File: config.mk
export PLATFORM = sky130hd
export DESIGN_NAME = dac_voltage_regulation
export DESIGN_NICKNAME = d
export VERILOG_FILES = /design/src/hdl/dvr_pkg.sv /design/src/hdl/dvr_muldiv.sv /design/src/hdl/dac_voltage_regulation.sv
export SDC_FILE = /design/constraint.sdc
export NUM_CORES = 1
export LEC_CHECK = 0
export BUFFER_PORTS_ARGS = -buffer_cell sky130_fd_sc_hd__buf_4
export CORE_ASPECT_RATIO = 1.75
export CORE_MARGIN = 4
export CORE_UTILIZATION = 42
export CTS_CLUSTER_DIAMETER = 120
export DETAILED_ROUTE_END_ITERATION = 16
export GPL_TIMING_DRIVEN = 0
export REMOVE_ABC_BUFFERS = 1
export SYNTH_ARGS = -nofsm -noshare
export SYNTH_HDL_FRONTEND = slang
export SYNTH_SLANG_ARGS = --single-unit
File: constraint.sdc
create_clock -name clock -period 8.95 [get_ports clock]
set_input_delay 1.79 -clock clock [delete_from_list [all_inputs] [get_ports clock]]
set_output_delay 1.79 -clock clock [all_outputs]
set_load 0.01 [all_outputs]
File: src/hdl/dvr_pkg.sv
// ----------------------------------------------------------------------------
// dvr_pkg
// Shared widths, divisor constants and the command and status types of the
// bit-serial multiply and divide unit.
// ----------------------------------------------------------------------------
`default_nettype none

package dvr_pkg;

   localparam int MCAND_W  = 16;
   localparam int MPLIER_W = 21;
   localparam int PROD_W   = MCAND_W + MPLIER_W;
   localparam int REM_W    = 20;
   localparam int QUO_W    = 17;
   localparam int CNT_W    = $clog2(PROD_W);

   localparam logic [REM_W:0] DIV_VOLT = 21'd30000;
   localparam logic [REM_W:0] DIV_PPM  = 21'd1000000;

   typedef struct packed {
      logic                start;
      logic [MCAND_W-1:0]  mcand;
      logic [MPLIER_W-1:0] mplier;
      logic                div_ppm;
   } md_cmd_type;

   typedef struct packed {
      logic             busy;
      logic             done;
      logic [QUO_W-1:0] quotient;
   } md_rsp_type;

endpackage

`default_nettype wire

File: src/hdl/dvr_muldiv.sv
// ----------------------------------------------------------------------------
// dvr_muldiv
// Bit-serial multiply followed by restoring division by one of two fixed constants.
// One multiplicand bit per cycle, then one product bit per cycle.
// ----------------------------------------------------------------------------
`default_nettype none

module dvr_muldiv (
   input  wire                clock,
   input  wire                reset,
   input  dvr_pkg::md_cmd_type cmd,
   output dvr_pkg::md_rsp_type rsp
);

   localparam logic [1:0] MD_IDLE = 2'd0;
   localparam logic [1:0] MD_MUL  = 2'd1;
   localparam logic [1:0] MD_DIV  = 2'd2;

   logic [1:0]                    state_ff, state_in;
   logic                          done_ff, done_in;
   logic [dvr_pkg::CNT_W-1:0]     cnt_ff, cnt_in;
   logic [dvr_pkg::MCAND_W-1:0]   a_ff, a_in;
   logic [dvr_pkg::MPLIER_W-1:0]  b_ff, b_in;
   logic                          sel_ff, sel_in;
   logic [dvr_pkg::PROD_W-1:0]    acc_ff, acc_in;
   logic [dvr_pkg::REM_W-1:0]     rem_ff, rem_in;
   logic [dvr_pkg::QUO_W-1:0]     quo_ff, quo_in;

   logic [dvr_pkg::REM_W:0]       trial;
   logic [dvr_pkg::REM_W:0]       divisor;
   logic [dvr_pkg::REM_W:0]       trial_sub;
   logic                          qbit;

   always_comb begin
      divisor   = sel_ff ? dvr_pkg::DIV_PPM : dvr_pkg::DIV_VOLT;
      trial     = {rem_ff, acc_ff[dvr_pkg::PROD_W-1]};
      trial_sub = trial - divisor;
      qbit      = (trial >= divisor);
   end

   always_comb begin
      state_in = state_ff;
      done_in  = 1'b0;
      cnt_in   = cnt_ff;
      a_in     = a_ff;
      b_in     = b_ff;
      sel_in   = sel_ff;
      acc_in   = acc_ff;
      rem_in   = rem_ff;
      quo_in   = quo_ff;
      unique case (state_ff)
         MD_IDLE: begin
            if (cmd.start) begin
               a_in     = cmd.mcand;
               b_in     = cmd.mplier;
               sel_in   = cmd.div_ppm;
               acc_in   = '0;
               cnt_in   = dvr_pkg::CNT_W'(dvr_pkg::MCAND_W - 1);
               state_in = MD_MUL;
            end
         end
         MD_MUL: begin
            // MSB-first shift and add.
            acc_in = {acc_ff[dvr_pkg::PROD_W-2:0], 1'b0}
                     + (a_ff[dvr_pkg::MCAND_W-1]
                        ? {{dvr_pkg::MCAND_W{1'b0}}, b_ff}
                        : {dvr_pkg::PROD_W{1'b0}});
            a_in   = {a_ff[dvr_pkg::MCAND_W-2:0], 1'b0};
            if (cnt_ff == '0) begin
               cnt_in   = dvr_pkg::CNT_W'(dvr_pkg::PROD_W - 1);
               rem_in   = '0;
               quo_in   = '0;
               state_in = MD_DIV;
            end else begin
               cnt_in = cnt_ff - 1'b1;
            end
         end
         MD_DIV: begin
            // The remainder stays below the divisor, so it fits REM_W bits.
            rem_in = qbit ? trial_sub[dvr_pkg::REM_W-1:0] : trial[dvr_pkg::REM_W-1:0];
            quo_in = {quo_ff[dvr_pkg::QUO_W-2:0], qbit};
            acc_in = {acc_ff[dvr_pkg::PROD_W-2:0], 1'b0};
            if (cnt_ff == '0) begin
               done_in  = 1'b1;
               state_in = MD_IDLE;
            end else begin
               cnt_in = cnt_ff - 1'b1;
            end
         end
         default: begin
            state_in = MD_IDLE;
         end
      endcase
   end

   always_ff @(posedge clock) begin
      if (reset) begin
         state_ff <= MD_IDLE;
         done_ff  <= 1'b0;
      end else begin
         state_ff <= state_in;
         done_ff  <= done_in;
      end
      cnt_ff <= cnt_in;
      a_ff   <= a_in;
      b_ff   <= b_in;
      sel_ff <= sel_in;
      acc_ff <= acc_in;
      rem_ff <= rem_in;
      quo_ff <= quo_in;
   end

   assign rsp.busy     = (state_ff != MD_IDLE);
   assign rsp.done     = done_ff;
   assign rsp.quotient = quo_ff;

endmodule

`default_nettype wire

File: src/hdl/dac_voltage_regulation.sv
// ----------------------------------------------------------------------------
// dac_voltage_regulation
// Steps a DAC code toward a target voltage from settled voltage samples,
// with optional gain and offset calibration of each sample.
//
//   Channel  Direction  Handshake               Contents
//   req_*    in         req_valid / req_stall   action, target, tolerance,
//                                               timeout, raw sample
//   rsp_*    out        rsp_valid / rsp_stall   dac code, drive enable,
//                                               status, measured voltage
//   csr_*    in/out     APB style, pready high  calibration and DAC setup
//
// A rejected start goes straight to the output state. An accepted start takes
// one pass of the shared bit-serial unit (16 multiply plus 37 divide steps).
// A sample that needs a step takes one pass, or two with calibration, since
// calibration and the correction step each take one pass of that unit.
// Reset is synchronous and returns the registers and regulation state to
// their defaults. A stalled result sits in the output register while the
// next request is already taken and worked on.
// ----------------------------------------------------------------------------
`default_nettype none

module dac_voltage_regulation (
   input  wire         clock,
   input  wire         reset,

   input  wire         req_valid,
   output logic        req_stall,
   input  wire         req_action,
   input  wire  [15:0] req_target_mv,
   input  wire  [15:0] req_tolerance_mv,
   input  wire  [15:0] req_timeout_ms,
   input  wire  [15:0] req_raw_mv,

   output logic        rsp_valid,
   input  wire         rsp_stall,
   output logic [15:0] rsp_dac_code,
   output logic        rsp_drive_enable,
   output logic [2:0]  rsp_status,
   output logic [15:0] rsp_measured_mv,

   input  wire         csr_psel,
   input  wire         csr_penable,
   input  wire         csr_pwrite,
   input  wire  [4:0]  csr_paddr,
   input  wire  [31:0] csr_pwdata,
   output logic [31:0] csr_prdata,
   output logic        csr_pready
);

   localparam logic [2:0] S_IDLE = 3'd0;
   localparam logic [2:0] S_CODE = 3'd1;
   localparam logic [2:0] S_CAL  = 3'd2;
   localparam logic [2:0] S_EVAL = 3'd3;
   localparam logic [2:0] S_STEP = 3'd4;
   localparam logic [2:0] S_PUT  = 3'd5;

   localparam logic [2:0] ST_ADJUSTING = 3'd0;
   localparam logic [2:0] ST_REACHED   = 3'd1;
   localparam logic [2:0] ST_INVALID   = 3'd2;
   localparam logic [2:0] ST_MANUAL    = 3'd3;
   localparam logic [2:0] ST_RANGE     = 3'd4;
   localparam logic [2:0] ST_TIMEOUT   = 3'd5;
   localparam logic [2:0] ST_IGNORED   = 3'd6;

   localparam logic [4:0] ADDR_GAIN    = 5'd0;
   localparam logic [4:0] ADDR_OFFSET  = 5'd4;
   localparam logic [4:0] ADDR_CALV    = 5'd8;
   localparam logic [4:0] ADDR_PRESENT = 5'd12;
   localparam logic [4:0] ADDR_FS      = 5'd16;

   localparam logic [20:0] GAIN_RESET = 21'd1000000;
   localparam logic [20:0] GAIN_MIN   = 21'd500000;
   localparam logic [20:0] GAIN_MAX   = 21'd1500000;
   localparam logic [15:0] VOLT_MAX   = 16'd30000;
   localparam logic [16:0] SETTLE_MS  = 17'd5;

   // Configuration registers.
   logic [20:0] gain_ff, gain_in;
   logic [15:0] offset_ff, offset_in;
   logic        calv_ff, calv_in;
   logic        present_ff, present_in;
   logic [15:0] fs_ff, fs_in;

   // Regulation state.
   logic [15:0] code_ff, code_in;
   logic [15:0] elapsed_ff, elapsed_in;
   logic [14:0] goal_ff, goal_in;
   logic [15:0] allowed_ff, allowed_in;
   logic [15:0] budget_ff, budget_in;
   logic        adjusting_ff, adjusting_in;
   logic        enabled_ff, enabled_in;

   // Request being worked on.
   logic [2:0]  state_ff, state_in;
   logic [15:0] tgt_ff, tgt_in;
   logic [15:0] tol_ff, tol_in;
   logic [15:0] tmo_ff, tmo_in;
   logic [15:0] meas_ff, meas_in;
   logic        neg_ff, neg_in;
   logic [2:0]  status_ff, status_in;

   // Output register.
   logic        rsp_valid_ff, rsp_valid_in;
   logic [15:0] rsp_code_ff, rsp_code_in;
   logic        rsp_en_ff, rsp_en_in;
   logic [2:0]  rsp_status_ff, rsp_status_in;
   logic [15:0] rsp_meas_ff, rsp_meas_in;

   dvr_pkg::md_cmd_type md_cmd;
   dvr_pkg::md_rsp_type md_rsp;

   logic        req_accept;
   logic        csr_write;
   logic        gain_ok;
   logic [17:0] cal_sum;
   logic [16:0] el_sum;
   logic [16:0] err;
   logic [16:0] err_abs;
   logic [16:0] step_mag;
   logic [17:0] next_sum;
   logic        next_bad;

   dvr_muldiv u_muldiv (
      .clock (clock),
      .reset (reset),
      .cmd   (md_cmd),
      .rsp   (md_rsp)
   );

   assign req_stall  = (state_ff != S_IDLE);
   assign req_accept = req_valid && !req_stall;
   assign csr_write  = csr_psel && csr_penable && csr_pwrite && csr_pready;
   assign csr_pready = 1'b1;

   always_comb begin
      unique case (csr_paddr)
         ADDR_GAIN:    csr_prdata = {11'd0, gain_ff};
         ADDR_OFFSET:  csr_prdata = {16'd0, offset_ff};
         ADDR_CALV:    csr_prdata = {31'd0, calv_ff};
         ADDR_PRESENT: csr_prdata = {31'd0, present_ff};
         ADDR_FS:      csr_prdata = {16'd0, fs_ff};
         default:      csr_prdata = 32'd0;
      endcase
   end

   always_comb begin
      gain_in    = gain_ff;
      offset_in  = offset_ff;
      calv_in    = calv_ff;
      present_in = present_ff;
      fs_in      = fs_ff;
      if (csr_write) begin
         unique case (csr_paddr)
            ADDR_GAIN:    gain_in    = csr_pwdata[20:0];
            ADDR_OFFSET:  offset_in  = csr_pwdata[15:0];
            ADDR_CALV:    calv_in    = csr_pwdata[0];
            ADDR_PRESENT: present_in = csr_pwdata[0];
            ADDR_FS:      fs_in      = csr_pwdata[15:0];
            default:      ;
         endcase
      end
   end

   always_comb begin
      gain_ok  = calv_ff && (gain_ff >= GAIN_MIN) && (gain_ff <= GAIN_MAX);
      cal_sum  = $signed({1'b0, md_rsp.quotient}) + $signed({{2{offset_ff[15]}}, offset_ff});
      el_sum   = {1'b0, elapsed_ff} + SETTLE_MS;
      err      = {2'b00, goal_ff} - {1'b0, meas_ff};
      err_abs  = err[16] ? (17'd0 - err) : err;
      step_mag = (md_rsp.quotient == '0) ? 17'd1 : md_rsp.quotient;
      if (neg_ff) begin
         next_sum = {2'b00, code_ff} - {1'b0, step_mag};
         next_bad = next_sum[17];
      end else begin
         next_sum = {2'b00, code_ff} + {1'b0, step_mag};
         next_bad = (next_sum > {2'b00, fs_ff});
      end
   end

   always_comb begin
      state_in     = state_ff;
      code_in      = code_ff;
      elapsed_in   = elapsed_ff;
      goal_in      = goal_ff;
      allowed_in   = allowed_ff;
      budget_in    = budget_ff;
      adjusting_in = adjusting_ff;
      enabled_in   = enabled_ff;
      tgt_in       = tgt_ff;
      tol_in       = tol_ff;
      tmo_in       = tmo_ff;
      meas_in      = meas_ff;
      neg_in       = neg_ff;
      status_in    = status_ff;
      md_cmd       = '0;

      rsp_valid_in  = rsp_valid_ff && rsp_stall;
      rsp_code_in   = rsp_code_ff;
      rsp_en_in     = rsp_en_ff;
      rsp_status_in = rsp_status_ff;
      rsp_meas_in   = rsp_meas_ff;

      unique case (state_ff)
         S_IDLE: begin
            if (req_accept) begin
               tgt_in = req_target_mv;
               tol_in = req_tolerance_mv;
               tmo_in = req_timeout_ms;
               if (!req_action) begin
                  meas_in = 16'd0;
                  priority if (req_target_mv == 16'd0 || req_target_mv > VOLT_MAX
                               || req_tolerance_mv == 16'd0) begin
                     status_in = ST_INVALID;
                     state_in  = S_PUT;
                  end else if (!present_ff) begin
                     status_in = ST_MANUAL;
                     state_in  = S_PUT;
                  end else if (fs_ff == 16'd0) begin
                     status_in = ST_RANGE;
                     state_in  = S_PUT;
                  end else begin
                     md_cmd.start   = 1'b1;
                     md_cmd.mcand   = req_target_mv;
                     md_cmd.mplier  = {5'd0, fs_ff};
                     md_cmd.div_ppm = 1'b0;
                     state_in       = S_CODE;
                  end
               end else if (gain_ok) begin
                  md_cmd.start   = 1'b1;
                  md_cmd.mcand   = req_raw_mv;
                  md_cmd.mplier  = gain_ff;
                  md_cmd.div_ppm = 1'b1;
                  state_in       = S_CAL;
               end else begin
                  meas_in  = req_raw_mv;
                  state_in = S_EVAL;
               end
            end
         end
         S_CODE: begin
            if (md_rsp.done) begin
               code_in      = md_rsp.quotient[15:0];
               elapsed_in   = 16'd0;
               goal_in      = tgt_ff[14:0];
               allowed_in   = tol_ff;
               budget_in    = tmo_ff;
               adjusting_in = 1'b1;
               enabled_in   = 1'b1;
               status_in    = ST_ADJUSTING;
               state_in     = S_PUT;
            end
         end
         S_CAL: begin
            if (md_rsp.done) begin
               priority if (cal_sum[17] || cal_sum == 18'd0) begin
                  meas_in = 16'd0;
               end else if (cal_sum >= 18'd65535) begin
                  meas_in = 16'hFFFF;
               end else begin
                  meas_in = cal_sum[15:0];
               end
               state_in = S_EVAL;
            end
         end
         S_EVAL: begin
            if (!adjusting_ff) begin
               status_in = ST_IGNORED;
               state_in  = S_PUT;
            end else begin
               elapsed_in = el_sum[16] ? 16'hFFFF : el_sum[15:0];
               priority if (meas_ff > VOLT_MAX) begin
                  code_in      = 16'd0;
                  enabled_in   = 1'b0;
                  adjusting_in = 1'b0;
                  status_in    = ST_RANGE;
                  state_in     = S_PUT;
               end else if (err_abs[15:0] <= allowed_ff) begin
                  adjusting_in = 1'b0;
                  status_in    = ST_REACHED;
                  state_in     = S_PUT;
               end else begin
                  // The step is the error magnitude scaled by full scale over
                  // the voltage range; its sign is applied afterward.
                  neg_in         = err[16];
                  md_cmd.start   = 1'b1;
                  md_cmd.mcand   = err_abs[15:0];
                  md_cmd.mplier  = {5'd0, fs_ff};
                  md_cmd.div_ppm = 1'b0;
                  state_in       = S_STEP;
               end
            end
         end
         S_STEP: begin
            if (md_rsp.done) begin
               priority if (next_bad) begin
                  code_in      = 16'd0;
                  enabled_in   = 1'b0;
                  adjusting_in = 1'b0;
                  status_in    = ST_RANGE;
               end else if (elapsed_ff <= budget_ff) begin
                  code_in   = next_sum[15:0];
                  status_in = ST_ADJUSTING;
               end else begin
                  code_in      = 16'd0;
                  enabled_in   = 1'b0;
                  adjusting_in = 1'b0;
                  status_in    = ST_TIMEOUT;
               end
               state_in = S_PUT;
            end
         end
         S_PUT: begin
            if (!(rsp_valid_ff && rsp_stall)) begin
               rsp_valid_in  = 1'b1;
               rsp_code_in   = enabled_ff ? code_ff : 16'd0;
               rsp_en_in     = enabled_ff;
               rsp_status_in = status_ff;
               rsp_meas_in   = meas_ff;
               state_in      = S_IDLE;
            end
         end
         default: begin
            state_in = S_IDLE;
         end
      endcase
   end

   always_ff @(posedge clock) begin
      if (reset) begin
         gain_ff      <= GAIN_RESET;
         offset_ff    <= 16'd0;
         calv_ff      <= 1'b0;
         present_ff   <= 1'b0;
         fs_ff        <= 16'd0;
         code_ff      <= 16'd0;
         elapsed_ff   <= 16'd0;
         goal_ff      <= 15'd0;
         allowed_ff   <= 16'd0;
         budget_ff    <= 16'd0;
         adjusting_ff <= 1'b0;
         enabled_ff   <= 1'b0;
         state_ff     <= S_IDLE;
         rsp_valid_ff <= 1'b0;
      end else begin
         gain_ff      <= gain_in;
         offset_ff    <= offset_in;
         calv_ff      <= calv_in;
         present_ff   <= present_in;
         fs_ff        <= fs_in;
         code_ff      <= code_in;
         elapsed_ff   <= elapsed_in;
         goal_ff      <= goal_in;
         allowed_ff   <= allowed_in;
         budget_ff    <= budget_in;
         adjusting_ff <= adjusting_in;
         enabled_ff   <= enabled_in;
         state_ff     <= state_in;
         rsp_valid_ff <= rsp_valid_in;
      end
      tgt_ff        <= tgt_in;
      tol_ff        <= tol_in;
      tmo_ff        <= tmo_in;
      meas_ff       <= meas_in;
      neg_ff        <= neg_in;
      status_ff     <= status_in;
      rsp_code_ff   <= rsp_code_in;
      rsp_en_ff     <= rsp_en_in;
      rsp_status_ff <= rsp_status_in;
      rsp_meas_ff   <= rsp_meas_in;
   end

   assign rsp_valid        = rsp_valid_ff;
   assign rsp_dac_code     = rsp_code_ff;
   assign rsp_drive_enable = rsp_en_ff;
   assign rsp_status       = rsp_status_ff;
   assign rsp_measured_mv  = rsp_meas_ff;

`ifndef ASSERT_OFF
   a_adjust_needs_drive: assert property (@(posedge clock) disable iff (reset)
      adjusting_ff |-> enabled_ff)
      else $error("adjustment active while drive is off");

   a_unit_idle_when_idle: assert property (@(posedge clock) disable iff (reset)
      (state_ff == S_IDLE || state_ff == S_PUT) |-> !md_rsp.busy)
      else $error("arithmetic unit busy with no request waiting on it");

   a_done_when_waiting: assert property (@(posedge clock) disable iff (reset)
      md_rsp.done |-> (state_ff == S_CODE || state_ff == S_CAL || state_ff == S_STEP))
      else $error("arithmetic result arrived with nobody waiting");

   a_disabled_code_zero: assert property (@(posedge clock) disable iff (reset)
      (rsp_valid && !rsp_drive_enable) |-> (rsp_dac_code == 16'd0))
      else $error("nonzero code reported with drive disabled");

   a_adjusting_has_drive: assert property (@(posedge clock) disable iff (reset)
      (rsp_valid && rsp_status == ST_ADJUSTING) |-> rsp_drive_enable)
      else $error("adjusting status reported with drive disabled");
`endif

endmodule

`default_nettype wire
## Word level (Yosys, flattened, before mapping)

Index checks and enable logic that the tools add are counted.

| cells by class | value |
|---|---|
| add/subtract/negate cells | 9 |
| $lt $le $gt $ge | 9 |
| equal/unequal tests | 28 |
| mux-type cells | 91 |
| bitwise logic cells | 4 |
| reduce and logical (&&, ||, !) cells | 51 |

Operators with widths:

| cell | count |
|---|---|
| 39-bit 2-to-1 mux | 9 |
| 16-bit 2-to-1 mux | 18 |
| 37-bit one-hot mux with 3 select lines | 1 |
| 21-bit one-hot mux with 5 select lines | 1 |
| 16-bit one-hot mux with 2 select lines | 3 |
| 39-bit one-hot mux with 2 select lines | 1 |
| 20-bit 2-to-1 mux | 3 |
| 3-bit 2-to-1 mux | 20 |
| 16-bit logical NOT | 3 |
| 16-bit one-hot mux with 3 select lines | 1 |
| 20-bit one-hot mux with 2 select lines | 1 |
| 37-bit adder | 1 |
| 37-bit 2-to-1 mux | 1 |
| 17-bit 2-to-1 mux | 2 |
| 17-bit one-hot mux with 2 select lines | 1 |
| 16-bit by 15-bit greater-than comparator with 1-bit output (second input constant) | 2 |
| 16-bit <= comparator | 2 |
| 2-bit AND reduction | 12 |
| 21-bit by 19-bit greater-or-equal comparator with 1-bit output (second input constant) | 1 |
| 21-bit by 20-bit greater-or-equal comparator with 1-bit output | 1 |
| 21-bit <= comparator (second input constant) | 1 |
| 21-bit 2-to-1 mux | 1 |
| 20-bit subtractor | 1 |
| 16-bit by 17-bit adder with 18-bit output | 1 |
| other kinds (47) | 104 |

| word-level totals | value |
|---|---|
| flip-flop bits (word level) | 364 |
| input bits | 109 |

## Longest topological paths before layout

| depth | value |
|---|---|
| word-level depth | 10 |
| mapped depth | 26 |

## Modules after synthesis

A second synthesis with hierarchy kept.

| unflattened totals | value |
|---|---|
| cells, all modules | 2,408 |
| area, all modules | 22,230.1 um2 |

Modules (own cells, without submodules):

| module | instances | cells each | area an instance (um2) | sequential area each (um2) |
|---|---|---|---|---|
| dac_voltage_regulation | 1 | 1,768 | 15,100.7 | 5,895.7 |
| dvr_muldiv | 1 | 640 | 7,129.3 | 3,603.5 |

## Least setup slack after synthesis

OpenSTA, ideal clock, no wires.

| timing path | value |
|---|---|
| kind | input port to flip-flop |
| start point | input port req_valid |
| end point | register u_muldiv.acc_ff[0] in the netlist's numbering, enable pin |
| library setup time | 431 ps |
| data arrival time | 8,055 ps |
| data required time | 8,519 ps |
| setup slack | 464 ps |
| cell stages on the path | 6 |
| path buffers | 1 |
| path through | nor3b_1 -> nor3b_2 -> or2_1 -> buf_2 -> nor3b_1 -> nor2_1 |

| between the ends | value |
|---|---|
| longest elaborated chain between the ends | 5 |

RTL lines:

| element | line | source |
|---|---|---|
| start, declared | dac_voltage_regulation.sv:27 | `input wire req_valid,` |
| 1-bit logical AND | dac_voltage_regulation.sv:132 | `assign req_accept = req_valid && !req_stall;` |
| 39-bit 2-to-1 mux | dac_voltage_regulation.sv:206 | `if (req_accept) begin` |
| 39-bit one-hot mux with 2 select lines | dac_voltage_regulation.sv:204 | `unique case (state_ff)` |
| 2-bit inequality test (no source line) | n/a |  |
| 2-bit AND reduction (no source line) | n/a |  |
| end signal, assigned | dvr_muldiv.sv:108 | `acc_ff <= acc_in;` |
| end, declared | dvr_muldiv.sv:25 | `logic [dvr_pkg::PROD_W-1:0] acc_ff, acc_in;` |

Every way passes these cells.
A chain may end at the register's enable or synchronous reset.

## Final worst setup path

| timing path | value |
|---|---|
| start point | register meas_ff[1] |
| end point | register u_muldiv.cnt_ff[2] in the netlist's numbering, enable pin |

| between the ends | value |
|---|---|
| longest elaborated chain between the ends | 10 |

RTL lines:

| element | line | source |
|---|---|---|
| start, declared | dac_voltage_regulation.sv:99 | `logic [15:0] meas_ff, meas_in;` |
| start signal, assigned | dac_voltage_regulation.sv:364 | `meas_ff <= meas_in;` |
| 15-bit by 16-bit subtractor with 17-bit output | dac_voltage_regulation.sv:169 | `err = {2'b00, goal_ff} - {1'b0, meas_ff};` |
| 1-bit by 16-bit subtractor with 16-bit output | dac_voltage_regulation.sv:170 | `err_abs = err[16] ? (17'd0 - err) : err;` |
| 16-bit 2-to-1 mux | dac_voltage_regulation.sv:170 |  |
| 16-bit <= comparator | dac_voltage_regulation.sv:278 | `end else if (err_abs[15:0] <= allowed_ff) begin` |
| 39-bit 2-to-1 mux | dac_voltage_regulation.sv:278 |  |
| 39-bit 2-to-1 mux (*) | dac_voltage_regulation.sv:272 | `priority if (meas_ff > VOLT_MAX) begin` |
| 39-bit 2-to-1 mux (*) | dac_voltage_regulation.sv:267 | `if (!adjusting_ff) begin` |
| 39-bit one-hot mux with 2 select lines (*) | dac_voltage_regulation.sv:204 |  |
| 2-bit inequality test (no source line) (*) | n/a |  |
| 3-bit AND reduction (no source line) (*) | n/a |  |
| end signal, assigned | dvr_muldiv.sv:104 | `cnt_ff <= cnt_in;` |
| end, declared | dvr_muldiv.sv:21 | `logic [dvr_pkg::CNT_W-1:0] cnt_ff, cnt_in;` |

Mark *: on every way between the ends. The rest lies on a longest branch, timed or not.

==> results.sh <==
export IMPL_final_area_um2=25200
export IMPL_hpwl_um=49300
export IMPL_min_delay_path_depth=0
export IMPL_worst_slack_ps=1720
export IMPL_critical_path_slowest_cell="sky130_fd_sc_hd__a211oi_1"
export IMPL_p_leak_uw=0.00957
export IMPL_layout_filler_cells=4949
export IMPL_fin_crit_ps=7230
export IMPL_wl_per_cell_um=20.4
export IMPL_cp_data_required_time_ps=9110
export IMPL_postCtsSetupBuffers=0
export IMPL_final_hold_slack_ps=433
export IMPL_worst_slew_pin_slew_ps=1400
export IMPL_multi_input_area_um2=11700
export IMPL_cts_buffer_depth=3
export IMPL_die_area_um2=56900
export IMPL_first_global_vias=18800
export IMPL_holdBufCountCts=0
export IMPL_gr_usage_met1_pct=24.7
export IMPL_hold_path_sink="rsp_status[1]$_DFFE_PP_"
export IMPL_ff2ff_setup_slack_ps=1720
export IMPL_worstSkewPairLatency_ps=540
export IMPL_numPortBuffers=156
export IMPL_worst_path_largest_cell_delay_ps=870
export IMPL_place_ws_ps=1530
export IMPL_synth_seq_cells=364
export IMPL_crit_path_class="reg2reg"
export IMPL_yosysTopAreaCellShare_pct=29.8
export IMPL_clockRootBuffer="sky130_fd_sc_hd__clkbuf_16"
export IMPL_r2r_cells=19
export IMPL_netlist_area_um2=22200
export IMPL_number_of_max_slew_violations_in_the_final_report=0
export IMPL_post_synth_cell_area_avg_um2=9.05
export IMPL_peakVddDrop_uv=134
export IMPL_routed_wirelength_um=66000
export IMPL_layout_drive_gt1_share_pct=10.9
export IMPL_nets_final=2804
export IMPL_global_route_usage_met3_pct=2.56
export IMPL_skew_ps=24.3
export IMPL_endpoints_failing_hold=0
export IMPL_arrival_ps=7390
export IMPL_regToRegEndpoint="u_muldiv.cnt_ff[2]$_DFFE_PP_"
export IMPL_cts_reportedPaths_clkPinSlew_ps=70
export IMPL_synthArstFlopShare_pct=0
export IMPL_fmaxAchievable_mhz=138
export IMPL_netlist_top_cells_area="sky130_fd_sc_hd__edfxtp_1, sky130_fd_sc_hd__dfxtp_1, sky130_fd_sc_hd__ha_1"
export IMPL_postSynth_topFlopCell="sky130_fd_sc_hd__edfxtp_1"
export IMPL_gr_peak_layer="met2"
export IMPL_h_tree_level_count=2
export IMPL_met2_usage_pct=40.7
export IMPL_drt_antenna_violating_nets=0
export IMPL_dpl_instance_area_um2=24000
export IMPL_routability_driven_placement_congestion_ratio=0.947
export IMPL_syn_instance_count=2458
export IMPL_worst_slew_margin_pct=6.63
export IMPL_die_w_um=182
export IMPL_rsz0062_at_grt="no"
export IMPL_hp_class="reg2reg"
export IMPL_viasPerCell=5.85
export IMPL_drc=0
export IMPL_maxCapViolCount=0
export IMPL_initial_antenna_violation_count=2
export IMPL_report_final_setup_viol=0
export IMPL_critical_path_startpoint_type="flop"
export IMPL_floorplan_initialDensity_pct=42.5
export IMPL_hold_sp="status_ff[1]$_DFFE_PP_"
export IMPL_global_router_s_overall_resource_usage_pct=22.2
export IMPL_grt_pass1_wl_um=102000
export IMPL_yosys_warnings=0
export IMPL_cts_resized=0
export IMPL_worstReg2RegStart="meas_ff[1]$_DFFE_PP_"
export IMPL_grt_overflow_total=0
export IMPL_synth_top_area_cell="sky130_fd_sc_hd__edfxtp_1"
export IMPL_standard_cell_row_count=111
export IMPL_drt_pass1_iter_count=9
export IMPL_detail_route_iter0_violations=1570
export IMPL_cp_end_kind="flop"
export IMPL_power_density_nw_per_um2=168
export IMPL_clock_tree_from_tritoncts="done"
export IMPL_fp_coreArea_um2=52400
export IMPL_min_period_over_period_pct=80.8
export IMPL_routed_via_count=19000
export IMPL_maximum_number_of_pins_on_one_net_before_global_route_repair=87
export IMPL_cp_max_fo=19
export IMPL_dieHeight_um=312
export IMPL_post_synth_cell_types=89
export IMPL_io_pin_count=180
export IMPL_worstPathCellList="inv_1 -> ha_1 -> nor2b_1 -> o2111a_1 -> nor3b_1 -> a21oi_1 -> o31ai_1 -> mux2i_1 -> a2111oi_0 -> xor2_1 -> ha_1 -> nand4_1 -> nor3_1 -> o21ai_0 -> a31o_2 -> a21oi_1 -> or2_1 -> nor3b_1 -> a211oi_1"
export IMPL_number_of_synthesized_flops_with_an_enable_pin=221
export IMPL_cts_sinks=364
export IMPL_register_area_um2=9500
export IMPL_synth_seq_area_share_pct=42.7
export IMPL_numCtsBuffers=37
export IMPL_syn_to_final_growth_pct=13.3
export IMPL_run_status="completed"
-- cell usage in the layout, fill, tap and decap left out, types with 110 or more instances in the layout --
master                       n
sky130_fd_sc_hd__ha_1      153
sky130_fd_sc_hd__buf_4     157
sky130_fd_sc_hd__dfxtp_1   143
sky130_fd_sc_hd__nand2_1   319
sky130_fd_sc_hd__edfxtp_1  221
sky130_fd_sc_hd__o21ai_0   110
sky130_fd_sc_hd__a21oi_1   210
sky130_fd_sc_hd__inv_1     150
sky130_fd_sc_hd__nor2_1    165
-- Yosys cell counts (25+ instances only) --
master,instances
sky130_fd_sc_hd__nand4_1,25
sky130_fd_sc_hd__nand2_1,319
sky130_fd_sc_hd__o21ai_0,111
sky130_fd_sc_hd__ha_1,154
sky130_fd_sc_hd__dfxtp_1,143
sky130_fd_sc_hd__xnor2_1,60
sky130_fd_sc_hd__nand2b_1,27
sky130_fd_sc_hd__nor2_1,168
sky130_fd_sc_hd__o21a_1,26
sky130_fd_sc_hd__a21oi_1,212
sky130_fd_sc_hd__nor3_1,57
sky130_fd_sc_hd__nor4_1,30
sky130_fd_sc_hd__xor2_1,33
sky130_fd_sc_hd__nand3_1,50
sky130_fd_sc_hd__inv_1,150
sky130_fd_sc_hd__clkbuf_1,109
sky130_fd_sc_hd__and3_1,32
sky130_fd_sc_hd__a22oi_1,34
sky130_fd_sc_hd__and2_1,60
sky130_fd_sc_hd__edfxtp_1,221
sky130_fd_sc_hd__a21o_1,30
sky130_fd_sc_hd__nor2b_1,37
-- layout make-up --
type	count	share of cell area, %
well taps	678	3.36
inverters	150	2.23
diodes	2	0.0198
clock buffers	52	4.36
flip-flops and latches	364	37.7
clock inverters	14	0.531
repair buffers	170	5.50
multi-input cells	1812	46.3
-- cell families (layout without fill, tap and decap cells) --
kind of cell | count (synthesis) | after routing | synth area share (%)
flops | 364 | 364 | 42.7
other cells | 2 | 14 | 0.0338
xor+xnor | 93 | 93 | 3.66
simple gates | 888 | 888 | 19.4
buf+inv | 292 | 386 | 5.35
fa+ha+maj | 160 | 160 | 9.20
compound gates | 644 | 644 | 19.0
mux | 15 | 15 | 0.675
-- report_power, final --
group / internal [uW] / total [uW] / switching (uW) / leakage (uW)
combinational: 251 / 679 / 429 / 0.00582
clock: 919 / 1600 / 679 / 0.000595
sequential: 1900 / 1970 / 67.7 / 0.00315
-- metal layers --
layer | vias up | routed length, um
met5 | - | 0
met4 | 0 | 4080
met3 | 197 | 3270
met2 | 663 | 34300
met1 | 9061 | 24400
li1 | 9029 | -
-- critical path, delay by kind of cell (launching register included) --
kind / cells / cell delay (ps)
adder cells (fa/ha/maj): 2 / 640
buffers and inverters: 1 / 70
AND/OR/NAND/NOR: 6 / 2090
multiplexers: 1 / 130
XOR/XNOR: 1 / 230
flip-flops: 1 / 470
AO/OA/AOI/OAI: 8 / 3200
-- flip-flops by register name, indices dropped and copies added (netlist names), 16 cells and up --
register	cells
u_muldiv.b_ff	21
u_muldiv.rem_ff	20
tol_ff	16
rsp_measured_mv	16
fs_ff	16
budget_ff	16
rsp_dac_code	16
elapsed_ff	16
u_muldiv.a_ff	16
allowed_ff	16
meas_ff	16
u_muldiv.acc_ff	37
tmo_ff	16
u_muldiv.quo_ff	17
gain_ff	21
offset_ff	16
code_ff	16
-- worst max path at each step --
| stage | start | endpoint | cells past startpoint | slack, ps |
|---|---|---|---|---|
| 3_3_place_gp | req_valid | u_muldiv.acc_ff[20]$_DFFE_PP_ | 6 | -6300 |
| 4_1_cts | meas_ff[1]$_DFFE_PP_ | u_muldiv.a_ff[11]$_DFFE_PP_ | 19 | 1450 |
| 6_report | meas_ff[1]$_DFFE_PP_ | u_muldiv.cnt_ff[2]$_DFFE_PP_ | 19 | 1720 |
| 3_5_place_dp | meas_ff[1]$_DFFE_PP_ | u_muldiv.a_ff[13]$_DFFE_PP_ | 19 | 1530 |
| 5_1_grt | meas_ff[0]$_DFFE_PP_ | u_muldiv.cnt_ff[2]$_DFFE_PP_ | 18 | 1110 |
| 2_1_floorplan | req_valid | u_muldiv.acc_ff[0]$_DFFE_PP_ | 5 | -610 |
-- through the flow --
step | utilization (%) | setup TNS, ps | power (uW) | instances
after floorplan | - | -22390 | 2390 | 2326
after global placement | 45.2 | -555530 | 2640 | 3160
after detailed placement | 45.8 | 0 | 2680 | 3174
after CTS | 48.1 | 0 | 4280 | 3240
after global routing | 48.1 | 0 | 4410 | 3240
final | 48.2 | 0 | 4250 | 3242
Note: power is estimated with default switching activity, not from simulation.
